### src/rtl/elfc_pkg.sv
`default_nettype none

package elfc_pkg;

    // link byte codes
    localparam logic [7:0] ByteStart  = 8'hF0;
    localparam logic [7:0] ByteEsc    = 8'hF1;
    localparam logic [7:0] ByteAck    = 8'hF2;
    localparam logic [7:0] ByteErrLo  = 8'hF3;
    localparam logic [7:0] ByteMask7  = 8'h7F;
    localparam logic [7:0] ByteHigh   = 8'h80;
    localparam logic [7:0] ByteReject = 8'hFF;
    localparam logic [7:0] ByteErrFc  = 8'hFC;

    // start marker, two length bytes
    localparam int HdrBytes = 3;

    localparam logic KIND_RX = 1'b0;
    localparam logic KIND_TX = 1'b1;

    localparam int QueueDepth = 4;
    localparam int QueuePtrW  = 2;
    localparam int QueueCntW  = 3;

    typedef enum logic [2:0] {
        EV_STORED   = 3'd0,
        EV_DONE     = 3'd1,
        EV_LOG_DONE = 3'd2,
        EV_ACK      = 3'd3,
        EV_ERROR    = 3'd4,
        EV_OVERFLOW = 3'd5,
        EV_LINK     = 3'd6
    } t_event;

    typedef enum logic [3:0] {
        ERR_UNKNOWN_CMD = 4'd0,
        ERR_BAD_SIZE    = 4'd1,
        ERR_BUSY        = 4'd2,
        ERR_NO_MEMORY   = 4'd3,
        ERR_TOO_MUCH    = 4'd4,
        ERR_ONCE_ONLY   = 4'd5,
        ERR_UNAUTH      = 4'd6,
        ERR_LOCKED      = 4'd7,
        ERR_BAD_TIME    = 4'd8,
        ERR_RESEND      = 4'd9,
        ERR_OTHER       = 4'd10
    } t_err;

    typedef struct packed {
        logic       kind;
        logic [7:0] byte_in;
        logic       tx_frame_start;
    } t_in_item;

    typedef struct packed {
        t_event     event_res;
        logic [7:0] rx_byte;
        logic [9:0] rx_index;
        t_err       error_code;
        logic       link_valid;
        logic [7:0] link_byte;
        logic       last;
    } t_out_item;

    // queue entry: a transmit job or one finished receive result
    typedef struct packed {
        logic       is_tx;
        logic       tx_start;
        logic [7:0] tx_byte;
        t_out_item  res;
    } t_cmd;

    // error reply byte to dense error code
    function automatic t_err map_error(input logic [7:0] b);
        t_err e;
        case (b)
            8'hF3:     e = ERR_UNKNOWN_CMD;
            8'hF4:     e = ERR_BAD_SIZE;
            8'hF6:     e = ERR_BUSY;
            8'hF7:     e = ERR_NO_MEMORY;
            8'hF8:     e = ERR_TOO_MUCH;
            8'hF9:     e = ERR_ONCE_ONLY;
            8'hFA:     e = ERR_UNAUTH;
            8'hFB:     e = ERR_LOCKED;
            ByteErrFc: e = ERR_BAD_TIME;
            8'hFF:     e = ERR_RESEND;
            default:   e = ERR_OTHER;
        endcase
        return e;
    endfunction

endpackage

`default_nettype wire

### src/rtl/elfc_if.sv
`default_nettype none

interface elfc_in_if;
    import elfc_pkg::*;
    logic     valid;
    logic     ready;
    t_in_item data;
    modport source(output valid, output data, input ready);
    modport sink(input valid, input data, output ready);
endinterface

interface elfc_out_if;
    import elfc_pkg::*;
    logic      valid;
    logic      ready;
    t_out_item data;
    modport source(output valid, output data, input ready);
    modport sink(input valid, input data, output ready);
endinterface

interface elfc_cfg_if;
    logic       valid;
    logic       ready;
    logic [7:0] data;
    modport source(output valid, output data, input ready);
    modport sink(input valid, input data, output ready);
endinterface

`default_nettype wire

### src/rtl/escaped_length_frame_link_codec_top.sv
// each result is written into the job queue and then registered in the output register
// one receive beat is taken per cycle; a transmit item expands into 1 to 3 link bytes,
// and the output register issues one beat per cycle while the output is ready
// the input side keeps accepting while the 4-entry job queue has room
// reset: synchronous, active low; clears frame state, log code, queue, output
`default_nettype none

module escaped_length_frame_link_codec_top
    import elfc_pkg::*;
#(
    parameter int MAX_FRAME = 1024
) (
    input  logic        i_clk,
    input  logic        i_rst_n,
    elfc_in_if.sink     i_in,
    elfc_out_if.source  o_out,
    elfc_cfg_if.sink    i_cfg
);

    // job queue between the deframer front and the beat issuer
    logic push;
    t_cmd push_cmd;
    logic q_full;
    logic q_pop;
    logic q_empty;
    t_cmd q_head;

    // the log code register can always take a write beat
    assign i_cfg.ready = 1'b1;

    // front: classifies each beat, runs the frame state, builds the result
    elfc_front #(
        .MAX_FRAME (MAX_FRAME)
    ) u_front (
        .i_clk       (i_clk),
        .i_rst_n     (i_rst_n),
        .i_in_valid  (i_in.valid),
        .i_in_data   (i_in.data),
        .o_in_ready  (i_in.ready),
        .i_cfg_valid (i_cfg.valid),
        .i_cfg_data  (i_cfg.data),
        .i_q_full    (q_full),
        .o_push      (push),
        .o_push_cmd  (push_cmd)
    );

    // short queue lets the front run on while the output side stalls
    elfc_queue u_queue (
        .i_clk      (i_clk),
        .i_rst_n    (i_rst_n),
        .i_push     (push),
        .i_push_cmd (push_cmd),
        .o_full     (q_full),
        .i_pop      (q_pop),
        .o_empty    (q_empty),
        .o_head     (q_head)
    );

    // back: expands transmit jobs into escaped link bytes, registers output
    elfc_back u_back (
        .i_clk       (i_clk),
        .i_rst_n     (i_rst_n),
        .i_empty     (q_empty),
        .i_head      (q_head),
        .o_pop       (q_pop),
        .o_out_valid (o_out.valid),
        .o_out_data  (o_out.data),
        .i_out_ready (o_out.ready)
    );

endmodule

`default_nettype wire

### src/rtl/elfc_front.sv
`default_nettype none

module elfc_front
    import elfc_pkg::*;
#(
    parameter int MAX_FRAME = 1024
) (
    input  logic       i_clk,
    input  logic       i_rst_n,
    input  logic       i_in_valid,
    input  t_in_item   i_in_data,
    output logic       o_in_ready,
    input  logic       i_cfg_valid,
    input  logic [7:0] i_cfg_data,
    input  logic       i_q_full,
    output logic       o_push,
    output t_cmd       o_push_cmd
);

    localparam int CntW = $clog2(MAX_FRAME + 1);
    localparam int CmpW = (CntW > 17) ? CntW : 17;
    localparam logic [CntW-1:0] MaxCount = CntW'(MAX_FRAME);

    logic [CntW-1:0] r_count, n_count;
    logic            r_esc, n_esc;
    logic [15:0]     r_len, n_len;
    logic [7:0]      r_cmd, n_cmd;
    logic [7:0]      r_log;

    logic            accept;
    logic            store;
    logic            done;
    logic [7:0]      b;
    logic [CntW-1:0] idx;
    logic [CntW-1:0] idx_next;
    logic [CmpW-1:0] idx_ext;
    logic [CmpW-1:0] next_ext;

    assign o_in_ready = !i_q_full;
    assign accept     = i_in_valid && o_in_ready;
    assign idx_next   = idx + CntW'(1);
    assign idx_ext    = CmpW'(idx);
    assign next_ext   = CmpW'(idx_next);

    always_comb begin
        n_count    = r_count;
        n_esc      = r_esc;
        n_len      = r_len;
        n_cmd      = r_cmd;
        o_push     = 1'b0;
        o_push_cmd = '0;
        b          = i_in_data.byte_in;
        idx        = r_count;
        store      = 1'b0;
        done       = 1'b0;
        if (accept) begin
            if (i_in_data.kind == KIND_TX) begin
                o_push             = 1'b1;
                o_push_cmd.is_tx    = 1'b1;
                o_push_cmd.tx_start = i_in_data.tx_frame_start;
                o_push_cmd.tx_byte  = b;
            end else if (r_count == '0 && b != ByteStart) begin
                // no frame open: control bytes and rejects
                o_push = 1'b1;
                if (b == ByteAck) begin
                    o_push_cmd.res.event_res = EV_ACK;
                end else if (b >= ByteErrLo) begin
                    o_push_cmd.res.event_res  = EV_ERROR;
                    o_push_cmd.res.error_code = map_error(b);
                end else begin
                    o_push_cmd.res.event_res  = EV_LINK;
                    o_push_cmd.res.link_valid = 1'b1;
                    o_push_cmd.res.link_byte  = ByteReject;
                end
            end else begin
                store = 1'b1;
                if (b == ByteStart) begin
                    idx   = '0;
                    n_esc = 1'b0;
                end else if (r_esc) begin
                    b     = b | ByteHigh;
                    n_esc = 1'b0;
                end else if (b == ByteEsc) begin
                    n_esc = 1'b1;
                    store = 1'b0;
                end
                if (store) begin
                    o_push = 1'b1;
                    if (idx >= MaxCount) begin
                        n_count = '0;
                        n_esc   = 1'b0;
                        o_push_cmd.res.event_res = EV_OVERFLOW;
                    end else begin
                        if (idx == CntW'(1)) begin
                            n_len[15:8] = b;
                        end else if (idx == CntW'(2)) begin
                            n_len[7:0] = b;
                        end else if (idx == CntW'(3)) begin
                            n_cmd = b;
                        end
                        n_count = idx_next;
                        done = (next_ext > CmpW'(HdrBytes)) &&
                               (next_ext == CmpW'(n_len) + CmpW'(HdrBytes));
                        o_push_cmd.res.rx_byte  = b;
                        o_push_cmd.res.rx_index = idx_ext[9:0];
                        if (done) begin
                            n_count = '0;
                            n_esc   = 1'b0;
                            o_push_cmd.res.event_res  = (n_cmd == r_log) ? EV_LOG_DONE
                                                                         : EV_DONE;
                            o_push_cmd.res.link_valid = 1'b1;
                            o_push_cmd.res.link_byte  = ByteAck;
                        end else begin
                            o_push_cmd.res.event_res = EV_STORED;
                        end
                    end
                end
            end
        end
    end

    always_ff @(posedge i_clk) begin
        if (!i_rst_n) begin
            r_count <= '0;
            r_esc   <= 1'b0;
            r_len   <= '0;
            r_cmd   <= '0;
            r_log   <= '0;
        end else begin
            r_count <= n_count;
            r_esc   <= n_esc;
            r_len   <= n_len;
            r_cmd   <= n_cmd;
            if (i_cfg_valid) begin
                r_log <= i_cfg_data;
            end
        end
    end

endmodule

`default_nettype wire

### src/rtl/elfc_queue.sv
`default_nettype none

module elfc_queue
    import elfc_pkg::*;
(
    input  logic i_clk,
    input  logic i_rst_n,
    input  logic i_push,
    input  t_cmd i_push_cmd,
    output logic o_full,
    input  logic i_pop,
    output logic o_empty,
    output t_cmd o_head
);

    t_cmd                 r_mem [QueueDepth];
    logic [QueuePtrW-1:0] r_wr, r_rd;
    logic [QueueCntW-1:0] r_cnt;

    assign o_full  = (r_cnt == QueueCntW'(QueueDepth));
    assign o_empty = (r_cnt == '0);
    assign o_head  = r_mem[r_rd];

    always_ff @(posedge i_clk) begin
        if (i_push) begin
            r_mem[r_wr] <= i_push_cmd;
        end
    end

    always_ff @(posedge i_clk) begin
        if (!i_rst_n) begin
            r_wr  <= '0;
            r_rd  <= '0;
            r_cnt <= '0;
        end else begin
            if (i_push) begin
                r_wr <= r_wr + QueuePtrW'(1);
            end
            if (i_pop) begin
                r_rd <= r_rd + QueuePtrW'(1);
            end
            if (i_push && !i_pop) begin
                r_cnt <= r_cnt + QueueCntW'(1);
            end else if (!i_push && i_pop) begin
                r_cnt <= r_cnt - QueueCntW'(1);
            end
        end
    end

endmodule

`default_nettype wire

### src/rtl/elfc_back.sv
`default_nettype none

module elfc_back
    import elfc_pkg::*;
(
    input  logic      i_clk,
    input  logic      i_rst_n,
    input  logic      i_empty,
    input  t_cmd      i_head,
    output logic      o_pop,
    output logic      o_out_valid,
    output t_out_item o_out_data,
    input  logic      i_out_ready
);

    // slot of a transmit beat in the full start/escape/data sequence
    localparam logic [1:0] SlotStart = 2'd0;
    localparam logic [1:0] SlotFirst = 2'd1;
    localparam logic [1:0] SlotLow   = 2'd2;

    logic [1:0] r_step, n_step;
    logic       r_valid;
    t_out_item  r_out;
    t_out_item  beat;
    logic [1:0] slot;
    logic       hi;
    logic       load;
    logic       have;

    assign load = !r_valid || i_out_ready;
    assign have = !i_empty;
    assign hi   = (i_head.tx_byte >= ByteStart);
    assign slot = r_step + (i_head.tx_start ? 2'd0 : 2'd1);

    always_comb begin
        beat = i_head.res;
        if (i_head.is_tx) begin
            beat            = '0;
            beat.event_res  = EV_LINK;
            beat.link_valid = 1'b1;
            case (slot)
                SlotStart: begin
                    beat.link_byte = ByteStart;
                end
                SlotFirst: begin
                    beat.link_byte = hi ? ByteEsc : i_head.tx_byte;
                    beat.last      = !hi;
                end
                SlotLow: begin
                    beat.link_byte = i_head.tx_byte & ByteMask7;
                    beat.last      = 1'b1;
                end
                default: begin
                    beat.last = 1'b1;
                end
            endcase
        end else begin
            beat.last = 1'b1;
        end
    end

    assign o_pop = load && have && beat.last;

    always_comb begin
        n_step = r_step;
        if (load && have) begin
            n_step = beat.last ? 2'd0 : r_step + 2'd1;
        end
    end

    always_ff @(posedge i_clk) begin
        if (!i_rst_n) begin
            r_valid <= 1'b0;
            r_step  <= '0;
        end else begin
            r_step <= n_step;
            if (load) begin
                r_valid <= have;
            end
        end
    end

    always_ff @(posedge i_clk) begin
        if (load && have) begin
            r_out <= beat;
        end
    end

    assign o_out_valid = r_valid;
    assign o_out_data  = r_out;

endmodule

`default_nettype wire

### src/flat_wrapper.sv
// flat-port wrapper written by rule: the top's interface ports become plain ports
module escaped_length_frame_link_codec_top_flat import elfc_pkg::*;
#(
    parameter int MAX_FRAME = 1024
)
  (i_clk, i_rst_n, i_in_valid, i_in_data, i_in_ready, o_out_valid, o_out_data, o_out_ready, i_cfg_valid, i_cfg_data, i_cfg_ready);
  elfc_in_if i_in_i ();
  elfc_out_if o_out_i ();
  elfc_cfg_if i_cfg_i ();
  input  logic i_clk;
  input  logic i_rst_n;
  input wire logic [$bits(i_in_i.valid)-1:0] i_in_valid;
  input wire logic [$bits(i_in_i.data)-1:0] i_in_data;
  output wire logic [$bits(i_in_i.ready)-1:0] i_in_ready;
  output wire logic [$bits(o_out_i.valid)-1:0] o_out_valid;
  output wire logic [$bits(o_out_i.data)-1:0] o_out_data;
  input wire logic [$bits(o_out_i.ready)-1:0] o_out_ready;
  input wire logic [$bits(i_cfg_i.valid)-1:0] i_cfg_valid;
  input wire logic [$bits(i_cfg_i.data)-1:0] i_cfg_data;
  output wire logic [$bits(i_cfg_i.ready)-1:0] i_cfg_ready;
  assign i_in_i.valid = i_in_valid;
  assign i_in_i.data = i_in_data;
  assign i_in_ready = i_in_i.ready;
  assign o_out_valid = o_out_i.valid;
  assign o_out_data = o_out_i.data;
  assign o_out_i.ready = o_out_ready;
  assign i_cfg_i.valid = i_cfg_valid;
  assign i_cfg_i.data = i_cfg_data;
  assign i_cfg_ready = i_cfg_i.ready;
  escaped_length_frame_link_codec_top #(.MAX_FRAME(MAX_FRAME)) u_core (.i_clk(i_clk), .i_rst_n(i_rst_n), .i_in(i_in_i), .o_out(o_out_i), .i_cfg(i_cfg_i));
endmodule
### config.mk
export PLATFORM = sky130hd
export DESIGN_NAME = escaped_length_frame_link_codec_top_flat
export DESIGN_NICKNAME = d
export VERILOG_FILES = /design/src/rtl/elfc_pkg.sv /design/src/rtl/elfc_if.sv /design/src/rtl/escaped_length_frame_link_codec_top.sv /design/src/rtl/elfc_front.sv /design/src/rtl/elfc_queue.sv /design/src/rtl/elfc_back.sv /design/src/flat_wrapper.sv
export SDC_FILE = /design/constraint.sdc
export NUM_CORES = 1
export LEC_CHECK = 0
export BUFFER_PORTS_ARGS = -buffer_cell sky130_fd_sc_hd__buf_2
export CORE_ASPECT_RATIO = 1.4
export CORE_MARGIN = 3
export CORE_UTILIZATION = 50
export DETAILED_ROUTE_END_ITERATION = 8
export HOLD_SLACK_MARGIN = 0.12
export PLACE_DENSITY = 0.73
export REMOVE_ABC_BUFFERS = 1
export SETUP_SLACK_MARGIN = 0.4
export SLEW_MARGIN = 20
export SYNTH_ARGS = -nofsm -noshare
export SYNTH_HDL_FRONTEND = slang
export SYNTH_SLANG_ARGS = --single-unit
export TNS_END_PERCENT = 5
### constraint.sdc
create_clock -name i_clk -period 4.1 [get_ports i_clk]
set_input_delay 0.41 -clock i_clk [delete_from_list [all_inputs] [get_ports i_clk]]
set_output_delay 0.41 -clock i_clk [all_outputs]
set_load 0.05 [all_outputs]
==> impl_summary.md <==
Power
The power density over the cells is 578.6 nW/um2. Summed over all cells, the static leakage comes to 4.451 nW. The largest voltage drop on the vdd net is 0.3565 mV.

Timing
The slew at the pin closest to its max-slew limit is 890.8 ps. The total count of hold-check failures in the final report is 0. For the final database, setup skew stands at 12.40 ps. Measured against its own limit, the worst slew margin works out to 40.06%. The minimum clock period after layout is 3984 ps. The number of endpoints failing setup at the final stage is 0.

The least setup slack across all paths after layout is 115.7 ps. The top achievable clock speed is 251.0 MHz. Setup repair after global routing could not meet its margin everywhere.

The final-report max-slew violation count is 0. The post-route clock period utilization is 97.18%.

Drt
Dividing the detail-routed via count by the number of cells gives 5.830. The initial DRC count is 486. Across all layers, the routed design uses 7,194 vias. Wires add up to 24,080 um. After detailed routing, the average wire length per cell comes to 19.52 um.

In the routed design, unresolved DRC markers number 0. The number of detailed-route iterations in the first pass is 5. The number of nets with antenna violations after detailed routing is 0.

Layout
The post-route netlist has 25.26% of its cells at a drive strength greater than 1. The area growth from synthesis to layout is 17.39%. 0 antenna diodes ended up in the layout. With fillers left out, the area of the finished cells amounts to 12,770 um2. The number of cells in the finished layout apart from fillers is 1,234. The final net count is 991.

Clocking
The clock-pin slew on the worst setup and hold paths is 60 ps. TritonCTS built the clock tree. The deepest level of the CTS H-tree is 1. TritonCTS created 23 clock buffers. Buffers inserted to repair hold after CTS numbered 0. The clock insertion delay at the later pin of the skew report is 500 ps. Clock tree synthesis found a total of 239 sinks. The clock passes through at most 3 buffers. In this run the clock root is driven by a clkbuf_16.

Synth
The number of flops mapped to enable cells by yosys is 183. The gate count after technology mapping is 851. The number of different library cells in the post-synthesis netlist is 74. For this run, the register share of the synthesized area comes to 60.80%.

The cell area after synthesis is 10,880 um2. In this run the mean area of a mapped cell was 12.79 um2. The commonest register cell after synthesis is edfxtp_1. After synthesis, the share of flip-flops with an asynchronous set or reset is 0%.

Yosys printed 0 warnings. The post-synthesis sequential element count is 239.

Status
The flow ran to the end, and the final reports show no timing, DRC or antenna violations.

Setup path
The largest fanout on the critical path is 8. For the worst setup path, the data arrival time is 4350 ps. The cell count of the worst reg-to-reg path is 16. At the worst endpoint, the required time is 4470 ps.

The launch point of the worst reg-to-reg path is u_core.u_front.r_count[7]. In this run the critical register-to-register path is captured at u_core.u_front.r_count[9]. The kind of end point of the critical path is a register.

The type of origin of the critical path is a register. Across all register-to-register paths, the minimum setup slack is 120 ps. The kind of critical path is register to register.

Global routing
The largest net degree at the start of global routing is 46. The total global-route track usage is 20.32%. The global-route wire length before repair is 37,690 um. The number of global-route vias before repair is 7,079.

The final global-route overflow total is 0. The initial antenna violation count was 0.

Min path
The class of the tightest hold or removal check is primary input to register. In this run the most critical hold path is launched from i_cfg_data[0]. For hold timing, the worst endpoint is u_core.u_front.r_log[0]. The number of stages on the worst hold path is 3.

Place
At the placement stage, the worst setup path has a slack of 75.40 ps. Routability-driven placement finished with a final weighted congestion of 0.9458. The count of input and output buffers is 59. The total placed instance area is 11,800 um2.

The post-DP HPWL is 16,300 um. The number of placed instances with taps included is 1,188.

Floorplan
Measured along the y axis, the die boundary spans 180.6 um. For this configuration, the core starts out at a cell density of 51.13%. 61 I/O pins were placed. The placeable core region is 21,280 um2. The die is 130.7 um wide. The floorplan has 63 rows. The full die area is 23,590 um2.

Job
The number of violations of the max-capacitance limit is 0.
-- metal layers --
layer  vias up  routed length [um]  track usage (%)
met5         -                   0                0
met4         0                 606            6.340
met3        47                1188            2.491
met2       222               12500            34.59
met1      3519                9783            27.07
li1       3406                   -                -
-- critical path, cell delays in order, from the launching register on --
cell and delay [ps]:
dfxtp_4 360, or4_4 540, nor4_4 280, and3_4 290, mux2i_4 250, ha_2 230
buf_6 110, and3b_1 180, xnor2_1 150, mux2i_1 100, xnor2_1 170, a2111oi_2 350
and4_1 250, nand4_1 190, buf_4 210, nand3_4 140, o21ai_1 70
-- sequential cells by signal, indices dropped and copies added, names as in the netlist, named ones only --
register                   cells
u_core.u_back.o_out_valid      1
u_core.u_queue.r_rd            2
u_core.u_front.r_esc           1
u_core.u_front.r_cmd           8
u_core.u_front.r_log           8
u_core.u_back.r_step           2
u_core.u_front.r_len          16
u_core.u_queue.r_wr            2
u_core.u_back.o_out_data      35
u_core.u_queue.r_mem         148
u_core.u_queue.r_cnt           3
u_core.u_front.r_count        11
-- report_power, final --
group | switching (W) | internal, W
sequential | 0.0000996 | 0.00308
combinational | 0.00139 | 0.000634
clock | 0.000863 | 0.00133
total | 0.00235 | 0.00504
-- stage by stage --
step           total power, W  util [%]  TNS (ps)  hold slack, ps
6_report             0.007391     60.02         0           140.2
3_3_place_gp         0.005226     55.44         0           450.8
3_5_place_dp         0.005258     55.44         0           453.6
2_1_floorplan        0.004753         -     -3132           435.7
5_1_grt              0.007725     60.02     -1843           145.0
4_1_cts              0.007455     59.37         0           130.6
-- cell usage after synthesis, types with 6 or more instances --
library cell	count	area share [%]
mux2i_1	27	2.5
xor2_1	8	0.64
and2_1	27	1.6
nand2_1	65	2.2
clkbuf_1	35	1.2
mux4_2	37	7.7
nor3_1	17	0.78
o21ai_1	7	0.32
xnor2_1	23	1.9
and3_1	6	0.34
a21oi_1	45	2.1
nor2_1	66	2.3
ha_1	9	1.0
edfxtp_1	183	51
o21ai_0	24	1.1
a211oi_1	6	0.41
inv_1	25	0.86
nor4_1	13	0.75
nand3_1	19	0.87
nor2b_1	30	1.7
or3_1	6	0.34
dfxtp_1	56	10
o22ai_1	11	0.63
nand4_1	8	0.46
-- worst max path at each step --
stage / depth (start not counted) / startpoint / slack (ps) / end
6_report: 16 / u_core.u_front.r_count[7] / 120 / u_core.u_front.r_count[9]
5_1_grt: 15 / u_core.u_front.r_count[7] / -130 / u_core.u_queue.r_mem[3][32]
4_1_cts: 16 / u_core.u_front.r_count[7] / 150 / u_core.u_front.r_count[7]
3_5_place_dp: 18 / i_in_data[4] / 80 / u_core.u_front.r_count[0]
3_3_place_gp: 15 / u_core.u_queue.r_cnt[0] / 120 / u_core.u_queue.r_mem[0][32]
2_1_floorplan: 15 / register / -590 / u_core.u_queue.r_cnt[2]
-- final cells by class --
class                   count  area, um2
repair buffers            128      820.8
multi-input cells         540       4121
inverters                  26      97.59
clock buffers              32      629.4
clock inverters             9      157.7
well taps                 260      325.3
fillers                  1670       8509
flip-flops and latches    239       6621
-- layout by cell type, fill, tap and decap left out, drive strengths merged, types with 23 or more instances in the layout --
| master | n |
|---|---|
| and2 | 27 |
| nor2b | 30 |
| edfxtp | 183 |
| dfxtp | 56 |
| o21ai | 31 |
| nand2 | 65 |
| inv | 27 |
| nor2 | 66 |
| xnor2 | 23 |
| a21oi | 45 |
| buf | 128 |
| mux4 | 37 |
| clkbuf | 32 |
| mux2i | 27 |
-- kinds of logic (layout without fill, tap and decap cells) --
family / Yosys count / after routing / share of synthesized area, %
and+or+nand+nor: 292 / 292 / 14.21
AOI/OAI and AO/OA: 137 / 137 / 7.877
other: 1 / 1 / 0.03446
xor gates and xnor gates: 32 / 32 / 2.702
adders and majority gates: 10 / 10 / 1.219
buffers and inverters: 72 / 195 / 2.599
muxes: 68 / 68 / 10.56
DFF: 239 / 239 / 60.80
-- repair_timing --
action	4_1_cts	5_1_grt
endpoints found under the setup margin	23	24
gates cloned	0	0
pin swaps	3	16
setup buffers	2	3
resized for setup	9	22
No activity file was read; power rests on OpenSTA's default activity.
